[config.mk]
export PLATFORM = sky130hd
export DESIGN_NAME = kvs_divider
export DESIGN_NICKNAME = d
export VERILOG_FILES = /design/src/design/kvs_pkg.sv /design/src/design/kvs_divider.sv
export SDC_FILE = /design/constraint.sdc
export NUM_CORES = 1
export LEC_CHECK = 0
export BUFFER_PORTS_ARGS = -buffer_cell sky130_fd_sc_hd__buf_4
export CAP_MARGIN = 20
export CELL_PAD_IN_SITES_DETAIL_PLACEMENT = 0
export CELL_PAD_IN_SITES_GLOBAL_PLACEMENT = 1
export CORE_UTILIZATION = 45
export DETAILED_ROUTE_END_ITERATION = 10
export PLACE_DENSITY_LB_ADDON = 0.1
export RECOVER_POWER = 50
export SLEW_MARGIN = 20
export SYNTH_ARGS = -nofsm -noshare
export SYNTH_HDL_FRONTEND = slang
export SYNTH_SLANG_ARGS = --single-unit
[constraint.sdc]
create_clock -name clock -period 5.5 [get_ports clock]
set_clock_uncertainty 0.15 [all_clocks]
set_input_delay 1.1 -clock clock [delete_from_list [all_inputs] [get_ports clock]]
set_output_delay 1.1 -clock clock [all_outputs]
set_load 0.05 [all_outputs]
[src/design/kvs_pkg.sv]
package kvs_pkg;

   localparam int unsigned DIV_W = 32;

   localparam logic [7:0]  NOTE_BASE  = 8'd69;
   localparam logic [7:0]  POLL_LIMIT = 8'd20;
   localparam int unsigned ROW_SHIFT  = 4;
   localparam logic [15:0] MASK_RESET = 16'h01F0;

   localparam logic [2:0] REG_CLEAN_UP   = 3'd0;
   localparam logic [2:0] REG_RETRIGGER  = 3'd1;
   localparam logic [2:0] REG_MIN_IVAL   = 3'd2;
   localparam logic [2:0] REG_MAX_IVAL   = 3'd3;
   localparam logic [2:0] REG_VEL_SCALE  = 3'd4;
   localparam logic [2:0] REG_VEL_BASE   = 3'd5;

   localparam logic KIND_HIT  = 1'b0;
   localparam logic KIND_POLL = 1'b1;

   localparam logic [1:0] STAGE_IDLE  = 2'd0;
   localparam logic [1:0] STAGE_ARMED = 2'd1;
   localparam logic [1:0] STAGE_DONE  = 2'd2;

   typedef struct packed {
      logic             start;
      logic [DIV_W-1:0] dividend;
      logic [DIV_W-1:0] divisor;
   } div_req_type;

   typedef struct packed {
      logic             done;
      logic [DIV_W-1:0] quotient;
      logic [DIV_W-1:0] remainder;
   } div_rsp_type;

endpackage

[src/design/kvs_divider.sv]
module kvs_divider (
   input  logic                 clock,
   input  logic                 reset,
   input  kvs_pkg::div_req_type div_req,
   output kvs_pkg::div_rsp_type div_rsp
);
   import kvs_pkg::*;

   localparam int unsigned CNT_W = $clog2(DIV_W);
   localparam logic [CNT_W-1:0] LAST = CNT_W'(DIV_W - 1);

   logic             busy_ff;
   logic             done_ff;
   logic [CNT_W-1:0] cnt_ff;
   logic [DIV_W-1:0] rem_ff;
   logic [DIV_W-1:0] quo_ff;
   logic [DIV_W-1:0] dvs_ff;
   logic [DIV_W:0]   shifted;
   logic             fits;

   // one restoring step per cycle
   assign shifted = {rem_ff, quo_ff[DIV_W-1]};
   assign fits    = shifted >= {1'b0, dvs_ff};

   always_ff @(posedge clock) begin
      if (reset) begin
         busy_ff <= 1'b0;
         done_ff <= 1'b0;
         cnt_ff  <= '0;
      end else begin
         done_ff <= 1'b0;
         if (div_req.start && !busy_ff) begin
            busy_ff <= 1'b1;
            cnt_ff  <= '0;
         end else if (busy_ff) begin
            cnt_ff <= cnt_ff + 1'b1;
            if (cnt_ff == LAST) begin
               busy_ff <= 1'b0;
               done_ff <= 1'b1;
            end
         end
      end
   end

   always_ff @(posedge clock) begin
      if (div_req.start && !busy_ff) begin
         quo_ff <= div_req.dividend;
         rem_ff <= '0;
         dvs_ff <= div_req.divisor;
      end else if (busy_ff) begin
         if (fits) begin
            rem_ff <= DIV_W'(shifted - {1'b0, dvs_ff});
         end else begin
            rem_ff <= shifted[DIV_W-1:0];
         end
         quo_ff <= {quo_ff[DIV_W-2:0], fits};
      end
   end

   assign div_rsp.done      = done_ff;
   assign div_rsp.quotient  = quo_ff;
   assign div_rsp.remainder = rem_ff;

endmodule

==> results of run 1 <==
-- where the power goes --
group          internal, mW  switching (mW)  leakage [nW]
Sequential            0.991           0.146         0.944
Clock                 0.311           0.293         0.134
Combinational         0.752            1.31          2.01
-- layout make-up --
class | count | area (sq um) | area share [%]
Inverter | 40 | 150 | 2.12
Sequential cell | 103 | 2700 | 38.2
Timing Repair Buffer | 137 | 935 | 13.2
Multi-Input combinational cell | 375 | 2800 | 39.6
Clock inverter | 6 | 43.8 | 0.619
Clock buffer | 10 | 229 | 3.24
Tap cell | 168 | 210 | 2.97
-- cells by family after synthesis --
family / count (synthesis) / synth area share [%]
AO/OA/AOI/OAI: 143 / 16.8
XOR/XNOR: 28 / 4.26
adder cells (fa/ha/maj): 35 / 7.73
buffers and inverters: 61 / 4.58
flip-flops: 103 / 46.9
multiplexers: 52 / 9.73
AND/OR/NAND/NOR: 117 / 10.0
-- stage by stage --
stage | cell area, sq um | worst slack (ps) | hold WS (ps)
6_report | 7070 | 1340 | 353
5_1_grt | 7070 | 1080 | 382
4_1_cts | 7160 | 1920 | 360
3_5_place_dp | 6890 | 1930 | 347
3_3_place_gp | 6890 | 2100 | 333
2_1_floorplan | 5760 | 2020 | 368
-- worst min path at each step --
stage	start	end	slack [ps]	cells past startpoint
2_1_floorplan	cnt_ff[0]$_SDFFE_PP0P_	cnt_ff[0]$_SDFFE_PP0P_	370	3
3_3_place_gp	rem_ff[5]$_SDFFE_PP0P_	rem_ff[5]$_SDFFE_PP0P_	330	2
3_5_place_dp	rem_ff[25]$_SDFFE_PP0P_	rem_ff[25]$_SDFFE_PP0P_	350	2
4_1_cts	rem_ff[20]$_SDFFE_PP0P_	rem_ff[20]$_SDFFE_PP0P_	360	2
5_1_grt	rem_ff[19]$_SDFFE_PP0P_	rem_ff[19]$_SDFFE_PP0P_	380	2
6_report	rem_ff[12]$_SDFFE_PP0P_	rem_ff[12]$_SDFFE_PP0P_	350	2
-- worst max-delay path, cell delays in order --
cell      delay, ps
clkbuf_1        170
inv_1           170
nor2_1          690
clkbuf_1       1190
buf_4           430
mux2_2          360
-- registers in the layout (all words and copies together), names as in the netlist --
name	flops
dvs_ff	32
quo_ff	32
rem_ff	32
cnt_ff	5
busy_ff	1
done_ff	1
-- metal layers --
metal | vias to the layer above | track usage (%) | wire, um
li1 | 2234 | - | -
met1 | 2031 | 27.1 | 6090
met2 | 127 | 34.9 | 6320
met3 | 11 | 7.12 | 938
met4 | 0 | 5.89 | 144
met5 | - | 0 | 0
-- layout by cell type (no fill, tap or decap), drive strengths merged, types with 6 or more instances in the layout --
master | synthesis | layout
buf | 7 | 80
clkbuf | 14 | 67
edfxtp | 64 | 64
nand2 | 48 | 48
inv | 40 | 43
o21ai | 43 | 43
dfxtp | 39 | 39
ha | 34 | 34
mux2 | 32 | 32
a21oi | 29 | 29
a21o | 21 | 21
mux2i | 20 | 20
nor2 | 18 | 18
xnor2 | 17 | 17
nand3 | 12 | 12
xor2 | 11 | 11
and3 | 10 | 10
nor3 | 8 | 8
o21a | 7 | 7
a211oi | 7 | 7
a22o | 6 | 6
==> impl_metrics.ini, run 1 <==
[run_status]
status = finished, violations left
violations = max-capacitance violations, max-slew violations

[floorplanning]
rows = 40
initial_core_util_pct = 47.0
core_sq_mm = 0.0123
die-area_sq_mm = 0.0133
chipHeight_um = 115
die_w_um = 115
ios = 132

[yosys]
ys_seq_elements = 103
synth_area_leaders = edfxtp_1 33%, dfxtp_1 14%, ha_1 7.4%, mux2_2 6.3%, mux2i_1 3.5%
synth_edf_count = 64
yosysWarnings = 0
syn-cell-area_sq_mm = 0.00576
synth_top_area_share_pct = 33.3
post-synth-top-count-cell = edfxtp_1
yosys.area.top_type = edfxtp_1
ys_top_cells_by_count = 64 x edfxtp_1, 47 x nand2_1, 40 x inv_1
synth_cell_types = 58
synthArstFlopShare_pct = 0
syn_area_per_cell_sq_um = 10.7
yosysSeqAreaShare_pct = 46.9
synth-main-ff-cell = edfxtp_1
synth_fp_nets = 641
synth_cells = 539

[setup_path]
end_kind = flop
cp-endpoint = quo_ff[26]$_DFFE_PP_
required_ps = 5460
r2r_cells = 5
critPathLaunchType = input pin
r2r-start = busy_ff$_SDFF_PP0_
worstSetupStartpoint = div_req[64]
timing.reg2reg.setup_slack_ps = 1390
path_max_fanout = 29
r2r_end = quo_ff[26]$_DFFE_PP_
crit_type = in -> reg
cp.arrival_ps = 4120

[sta]
rsz0062_at_grt = false
slew_headroom_pct = -14.9
timing.final.max_slew_violations = 96
hold_viol = 0
max_freq_mhz = 240
finalCriticalPeriod_ps = 4160
tns_ps = 0
worstMarginPinSlew_ps = 1720
setup_viol = 0
min_period_over_period_pct = 75.7

[global_route]
grt_pass1_vias = 4520
grt_antenna_before_repair = 0
grt_max_degree = 39
grt_pass1_wl_um = 21900
grt.overflow.total = 0
grt_usage_pct = 21.4

[cts]
clockRootBuffer = clkbuf_16
cts-resized-gates = 0
post_cts_buffers = 0
hold_buffers = 0
cts.htree.levels = 3
cts-buffers-inserted = 9
clkLatencyLatePin_ps = 360
worst_setup_hold_path_clk_slew_ps = 70
tritoncts = yes
cts_sinks = 103
cts_buffer_depth = 2

[cells_and_area]
drive_gt1_share_pct = 24.9
synthToLayoutAreaGrowth_pct = 22.7
nFillCells = 1124
n_antenna_cell = 0
final_cells = 839
final_nets = 768
utilization_pct = 57.7

[min_path]
hold_class = reg -> reg

[pwr]
vdd_drop_max_mv = 0.293
finalPower_mw = 3.80
p_per_area_mw_per_mm2 = 538
p_leak_nw = 3.09

[route]
routed_wirelength_um = 13500
drc_errors = 0
num_vias = 4403
drt_iter0_markers = 238
detail-route-antenna-nets = 0
dr.pass1.iters = 4
vias_per_cell = 5.25
wl_per_cell_um = 16.1

[placed_design]
place_hpwl_um = 9720
gp_congestion = 0.857
placed_cells = 822
port_buffers = 131

[run]
cap_violations = 3
Power figures use the tool's default switching activity.
==> run 2, diff against run 1 <==
--- a/config.mk
+++ b/config.mk
@@ -5,11 +5,12 @@
 export SDC_FILE = /design/constraint.sdc
 export NUM_CORES = 1
 export LEC_CHECK = 0
+export ABC_AREA = 1
 export BUFFER_PORTS_ARGS = -buffer_cell sky130_fd_sc_hd__buf_4
 export CAP_MARGIN = 20
 export CELL_PAD_IN_SITES_DETAIL_PLACEMENT = 0
 export CELL_PAD_IN_SITES_GLOBAL_PLACEMENT = 1
-export CORE_UTILIZATION = 45
+export CORE_UTILIZATION = 36
 export DETAILED_ROUTE_END_ITERATION = 10
 export PLACE_DENSITY_LB_ADDON = 0.1
 export RECOVER_POWER = 50
==> constraint.sdc (replaced) <==
create_clock -name clock -period 3.6 [get_ports clock]
set_clock_uncertainty 0.15 [all_clocks]
set_input_delay 0.72 -clock clock [delete_from_list [all_inputs] [get_ports clock]]
set_output_delay 0.72 -clock clock [all_outputs]
set_load 0.05 [all_outputs]
==> impl_metrics.ini, run 2 <==
[run_status]
status = finished, violations left
violations = design-rule violations, max-capacitance violations, max-slew violations

[floorplanning]
ios = 132
initial_core_util_pct = 37.0
die-area_sq_mm = 0.0191
chipHeight_um = 138
core_sq_mm = 0.0181
die_w_um = 138
rows = 49

[route]
met2_length_um = 8280
wl_per_cell_um = 14.4
routed_wirelength_um = 19000
detail-route-antenna-nets = 0
vias_per_cell = 4.59
met1_length_um = 9250
num_vias = 6068
dr.pass1.iters = 8
drt_iter0_markers = 383
dr_wl_met3_um = 1230
routed.top_layer = met4
drc_errors = 6

[yosys]
synth_cells = 962
synth_edf_count = 64
yosysWarnings = 0
synth_cell_types = 32
synth_area_leaders = edfxtp_1 29%, nand2_1 22%, dfxtp_1 12%, inv_1 9.6%, ha_1 6.4%
yosysSeqAreaShare_pct = 40.4
synthArstFlopShare_pct = 0
synth-main-ff-cell = edfxtp_1
post-synth-top-count-cell = nand2_1
ys_top_cells_by_count = 399 x nand2_1, 171 x inv_1, 73 x nand3_1
ys_seq_elements = 103
syn_area_per_cell_sq_um = 6.95
synth_fp_nets = 1064
synth_top_area_share_pct = 28.7
yosys.area.top_type = edfxtp_1
syn-cell-area_sq_mm = 0.00669

[placed_design]
place_area_sq_mm = 0.00788
place_hpwl_um = 14200
port_buffers = 131
placed_cells = 1305
gp_congestion = 0.924

[min_path]
hold_class = reg -> reg

[global_route]
grt_antenna_before_repair = 0
grt_max_degree = 65
grt_usage_pct = 20.6
grt_pass1_vias = 5887
grt.overflow.total = 0
grt_pass1_wl_um = 31000

[cells_and_area]
final_nets = 1189
multi_input_area_sq_mm = 0.00322
largest_registers = dvs_ff x32, quo_ff x32, rem_ff x32
final_common_cell = nand2_1
nFillCells = 1967
seqCellArea_sq_mm = 0.00270
fin_area_sq_mm = 0.00802
n_antenna_cell = 0
final_cell_mix = 399 x nand2_1, 170 x inv_1, 73 x nand3_1
final_cells = 1321
utilization_pct = 44.4
drive_gt1_share_pct = 11.4
synthToLayoutAreaGrowth_pct = 19.9

[sta]
finalCriticalPeriod_ps = 2880
max_freq_mhz = 347
hold_viol = 0
whs_ps = 323
tns_ps = 0
rsz0062_at_grt = false
timing.final.max_slew_violations = 65
worstMarginPinSlew_ps = 1580
min_period_over_period_pct = 80.0
slew_headroom_pct = -5.45
setup_viol = 0

[setup_path]
critPathLaunchType = input pin
worstSetupStartpoint = div_req[64]
required_ps = 3320
path_max_fanout = 46
timing.reg2reg.setup_slack_ps = 790
cp-endpoint = quo_ff[25]$_DFFE_PP_
r2r_cells = 12
r2r_end = rem_ff[15]$_SDFFE_PP0P_
r2r-start = dvs_ff[31]$_DFFE_PP_
end_kind = flop
crit_type = in -> reg
cp.arrival_ps = 2600

[cts]
cts_buffer_depth = 2
cts.htree.levels = 3
worst_setup_hold_path_clk_slew_ps = 80
tritoncts = yes
clkLatencyLatePin_ps = 370
cts_sinks = 103
hold_buffers = 0
cts-resized-gates = 0
cts-buffers-inserted = 9
post_cts_buffers = 0
clockRootBuffer = clkbuf_16

[run]
cap_violations = 1

[pwr]
vdd_drop_max_mv = 0.249
p_per_area_mw_per_mm2 = 669
p_leak_nw = 4.23
[run 2: layer usage]
layer	global-route usage, %	vias to the layer above
li1	-	3230
met1	27.7	2675
met2	32.5	148
met3	5.09	15
met4	6.39	0
met5	0	-
[run 2: cell type report]
| type | count | area share, % |
|---|---|---|
| inverters | 171 | 8.00 |
| multi-input cells | 665 | 40.2 |
| clock inverters | 6 | 0.749 |
| well taps | 229 | 3.57 |
| repair buffers | 137 | 10.9 |
| clock buffers | 10 | 2.85 |
| flip-flops and latches | 103 | 33.7 |
[run 2: metrics by stage]
step | setup WS (ps) | power, mW
2_1_floorplan | 949 | 3.69
3_3_place_gp | 807 | 4.48
3_5_place_dp | 795 | 4.48
4_1_cts | 778 | 5.51
5_1_grt | 454 | 5.79
6_report | 719 | 5.37
[run 2: power by group]
part	internal, mW	switching, mW	total, mW
clock	0.489	0.517	1.01
sequential	1.46	0.147	1.61
combinational	0.831	1.92	2.75
[run 2: critical path, cell delays in order]
cell and delay (ps):
clkbuf_1 100, nor2_1 80, clkbuf_1 810, clkinv_1 160
clkbuf_2 710
[run 2: kinds of logic (layout without fill, tap and decap cells)]
kind of cell	after synthesis	after routing	synth area share, %
simple gates	570	570	35.9
buf+inv	194	324	11.5
flops	103	103	40.4
compound gates	46	46	3.67
fa+ha+maj	35	35	6.66
xor+xnor	14	14	1.83
[run 2: worst min-delay path by stage]
stage                           startpoint                     end  slack (ps)  cells past startpoint
CTS                 cnt_ff[4]$_SDFFE_PP0P_  cnt_ff[4]$_SDFFE_PP0P_         330                      2
floorplan           cnt_ff[4]$_SDFFE_PP0P_  cnt_ff[4]$_SDFFE_PP0P_         290                      2
global route        cnt_ff[4]$_SDFFE_PP0P_  cnt_ff[4]$_SDFFE_PP0P_         350                      2
detailed placement  cnt_ff[4]$_SDFFE_PP0P_  cnt_ff[4]$_SDFFE_PP0P_         310                      2
finish              cnt_ff[4]$_SDFFE_PP0P_  cnt_ff[4]$_SDFFE_PP0P_         320                      2
global placement    cnt_ff[4]$_SDFFE_PP0P_  cnt_ff[4]$_SDFFE_PP0P_         310                      2
==> run 3, diff against run 2 <==
--- a/config.mk
+++ b/config.mk
@@ -5,12 +5,12 @@
 export SDC_FILE = /design/constraint.sdc
 export NUM_CORES = 1
 export LEC_CHECK = 0
-export ABC_AREA = 1
+export ABC_AREA = 0
 export BUFFER_PORTS_ARGS = -buffer_cell sky130_fd_sc_hd__buf_4
 export CAP_MARGIN = 20
 export CELL_PAD_IN_SITES_DETAIL_PLACEMENT = 0
 export CELL_PAD_IN_SITES_GLOBAL_PLACEMENT = 1
-export CORE_UTILIZATION = 36
+export CORE_UTILIZATION = 42
 export DETAILED_ROUTE_END_ITERATION = 10
 export PLACE_DENSITY_LB_ADDON = 0.1
 export RECOVER_POWER = 50
==> constraint.sdc (replaced) <==
create_clock -name clock -period 2.7 [get_ports clock]
set_clock_uncertainty 0.15 [all_clocks]
set_input_delay 0.54 -clock clock [delete_from_list [all_inputs] [get_ports clock]]
set_output_delay 0.54 -clock clock [all_outputs]
set_load 0.05 [all_outputs]
==> impl_metrics.ini, run 3 (synthesis gave the netlist of run 1 again) <==
[pwr]
netSwitchingPower_mw = 4.11
vdd_drop_max_mv = 0.847
switching_share_pct = 42.2
seqPwrFrac_pct = 23.6
p_per_area_mw_per_mm2 = 1150
power_frac_comb_pct = 61.7
p_int_mw = 5.63
p_clk_share_pct = 14.7
p_leak_nw = 3.81

[cts]
clockRootBuffer = clkbuf_16
cts.htree.levels = 3
cts-buffers-inserted = 9
clkLatencyLatePin_ps = 350
hold_buffers = 0
tritoncts = yes
cts_sinks = 103
cts_buffer_depth = 2
worst_setup_hold_path_clk_slew_ps = 70

[run_status]
violations = negative setup slack
status = finished, violations left

[cells_and_area]
final_common_cell = buf_4
final_nets = 879
utilization_pct = 63.6
synthToLayoutAreaGrowth_pct = 46.7
drive_gt1_share_pct = 47.1
final_cell_mix = 205 x buf_4, 64 x edfxtp_1, 46 x nand2_1
largest_registers = dvs_ff x32, quo_ff x32, rem_ff x32
n_antenna_cell = 0
final_cells = 958

[sta]
setup_viol = 33
finalCriticalPeriod_ps = 3010
rsz0062_at_grt = true
worstMarginPinSlew_ps = 515
setup_slack_ps = -314
timing.final.max_slew_violations = 0
slew_headroom_pct = 65.6
whs_ps = 230
min_period_over_period_pct = 112
hold_viol = 0
max_freq_mhz = 332

[setup_path]
crit_type = reg -> reg
end_kind = flop
crit_cells = 12
r2r_cells = 12
r2r-start = dvs_ff[2]$_DFFE_PP_
cp_num_buf_inv = 2
r2r_end = rem_ff[28]$_SDFFE_PP0P_
worstSetupStartpoint = dvs_ff[2]$_DFFE_PP_
critPathTopFamily = compound AO/OA/AOI/OAI gates
crit_top_cell = a211oi_4
timing.reg2reg.setup_slack_ps = -310
cp.arrival_ps = 3100
required_ps = 2790
cp-endpoint = rem_ff[28]$_SDFFE_PP0P_
path_max_fanout = 6
critPathLaunchType = flop
crit_chain = inv_2 > ha_4 > nand3_4 > o21bai_4 > a211oi_4 > a211oi_4 > o31a_1 > a211o_4 > and2_4 > buf_12 > a32oi_1 > o21ai_1
slowest_delay_ps = 380
slowest_stage = a211o_4

[min_path]
hold_class = in -> reg

[floorplanning]
rows = 42
ios = 132
die_w_um = 119
initial_core_util_pct = 43.3
core_sq_mm = 0.0133
chipHeight_um = 119
die-area_sq_mm = 0.0142

[route]
vias_per_cell = 5.23
drc_errors = 0
num_vias = 5008
detail-route-antenna-nets = 0
dr.pass1.iters = 4
routed_wirelength_um = 15900
wl_per_cell_um = 16.6
drt_iter0_markers = 258

[placed_design]
gp_congestion = 0.912
port_buffers = 131
place_hpwl_um = 11400
placed_cells = 932

[global_route]
grt_usage_pct = 22.7
grt.overflow.total = 0
grt_pass1_vias = 5172
grt_antenna_before_repair = 0
grt_pass1_wl_um = 25300
grt_max_degree = 31

[run]
cap_violations = 0
-- run 3: power groups by stage --
| stage | clock, mW | sequential [mW] | combinational (mW) |
|---|---|---|---|
| 2_1_floorplan | 0 | 3.29 | 2.38 |
| 3_3_place_gp | 0 | 2.28 | 5.27 |
| 3_5_place_dp | 0 | 2.29 | 5.32 |
| 4_1_cts | 1.48 | 2.28 | 5.78 |
| 5_1_grt | 1.53 | 2.34 | 6.42 |
| 6_report | 1.43 | 2.30 | 6.01 |
-- run 3: stage by stage --
stage / total power, mW / setup TNS [ps] / setup WS (ps) / instance area, sq um
after global placement: 7.55 / -7410 / -323 / 7740
after detailed placement: 7.61 / -9090 / -395 / 7740
after CTS: 9.55 / -6780 / -271 / 8330
after global routing: 10.3 / -11760 / -440 / 8450
after floorplan: 5.66 / -8850 / -339 / 5820
final: 9.75 / -7790 / -314 / 8450
-- run 3: final cells by class --
cell class	instances	area [sq um]
Clock buffer	10	229
Clock inverter	6	92.6
Fill cell	1094	4840
Inverter	40	150
Multi-Input combinational cell	375	3090
Sequential cell	103	2730
Tap cell	176	220
Timing Repair Buffer	248	1940
-- run 3: worst min-delay path by stage --
stage / start / to / slack, ps / cells past startpoint
finish: div_req[17] / dvs_ff[17]$_DFFE_PP_ / 230 / 1
global route: div_req[6] / dvs_ff[6]$_DFFE_PP_ / 210 / 1
CTS: div_req[17] / dvs_ff[17]$_DFFE_PP_ / 190 / 1
detailed placement: rem_ff[11]$_SDFFE_PP0P_ / rem_ff[11]$_SDFFE_PP0P_ / 340 / 2
global placement: rem_ff[23]$_SDFFE_PP0P_ / rem_ff[23]$_SDFFE_PP0P_ / 320 / 2
floorplan: cnt_ff[0]$_SDFFE_PP0P_ / cnt_ff[0]$_SDFFE_PP0P_ / 370 / 3
-- run 3: routing by layer --
layer,vias up,wire [um],global-route usage (%)
li1,2448,-,-
met1,2390,7110,28.6
met2,148,7650,37.8
met3,22,852,5.99
met4,0,285,7.36
met5,-,0,0
-- run 3: repair_timing --
action | 4_1_cts | 5_1_grt
cloned | 1 | 0
endpoints found under the setup margin | 33 | 33
buffers inserted | 7 | 3
resized for setup | 37 | 21
pin swaps | 10 | 24
-- run 3: worst register-to-register path: cells and delay by family, from the launching register on --
kind	cells	cell delay (ps)
AOI/OAI and AO/OA	7	1640
DFF	1	360
buffers and inverters	2	190
adders and majority gates	1	280
and+or+nand+nor	2	270
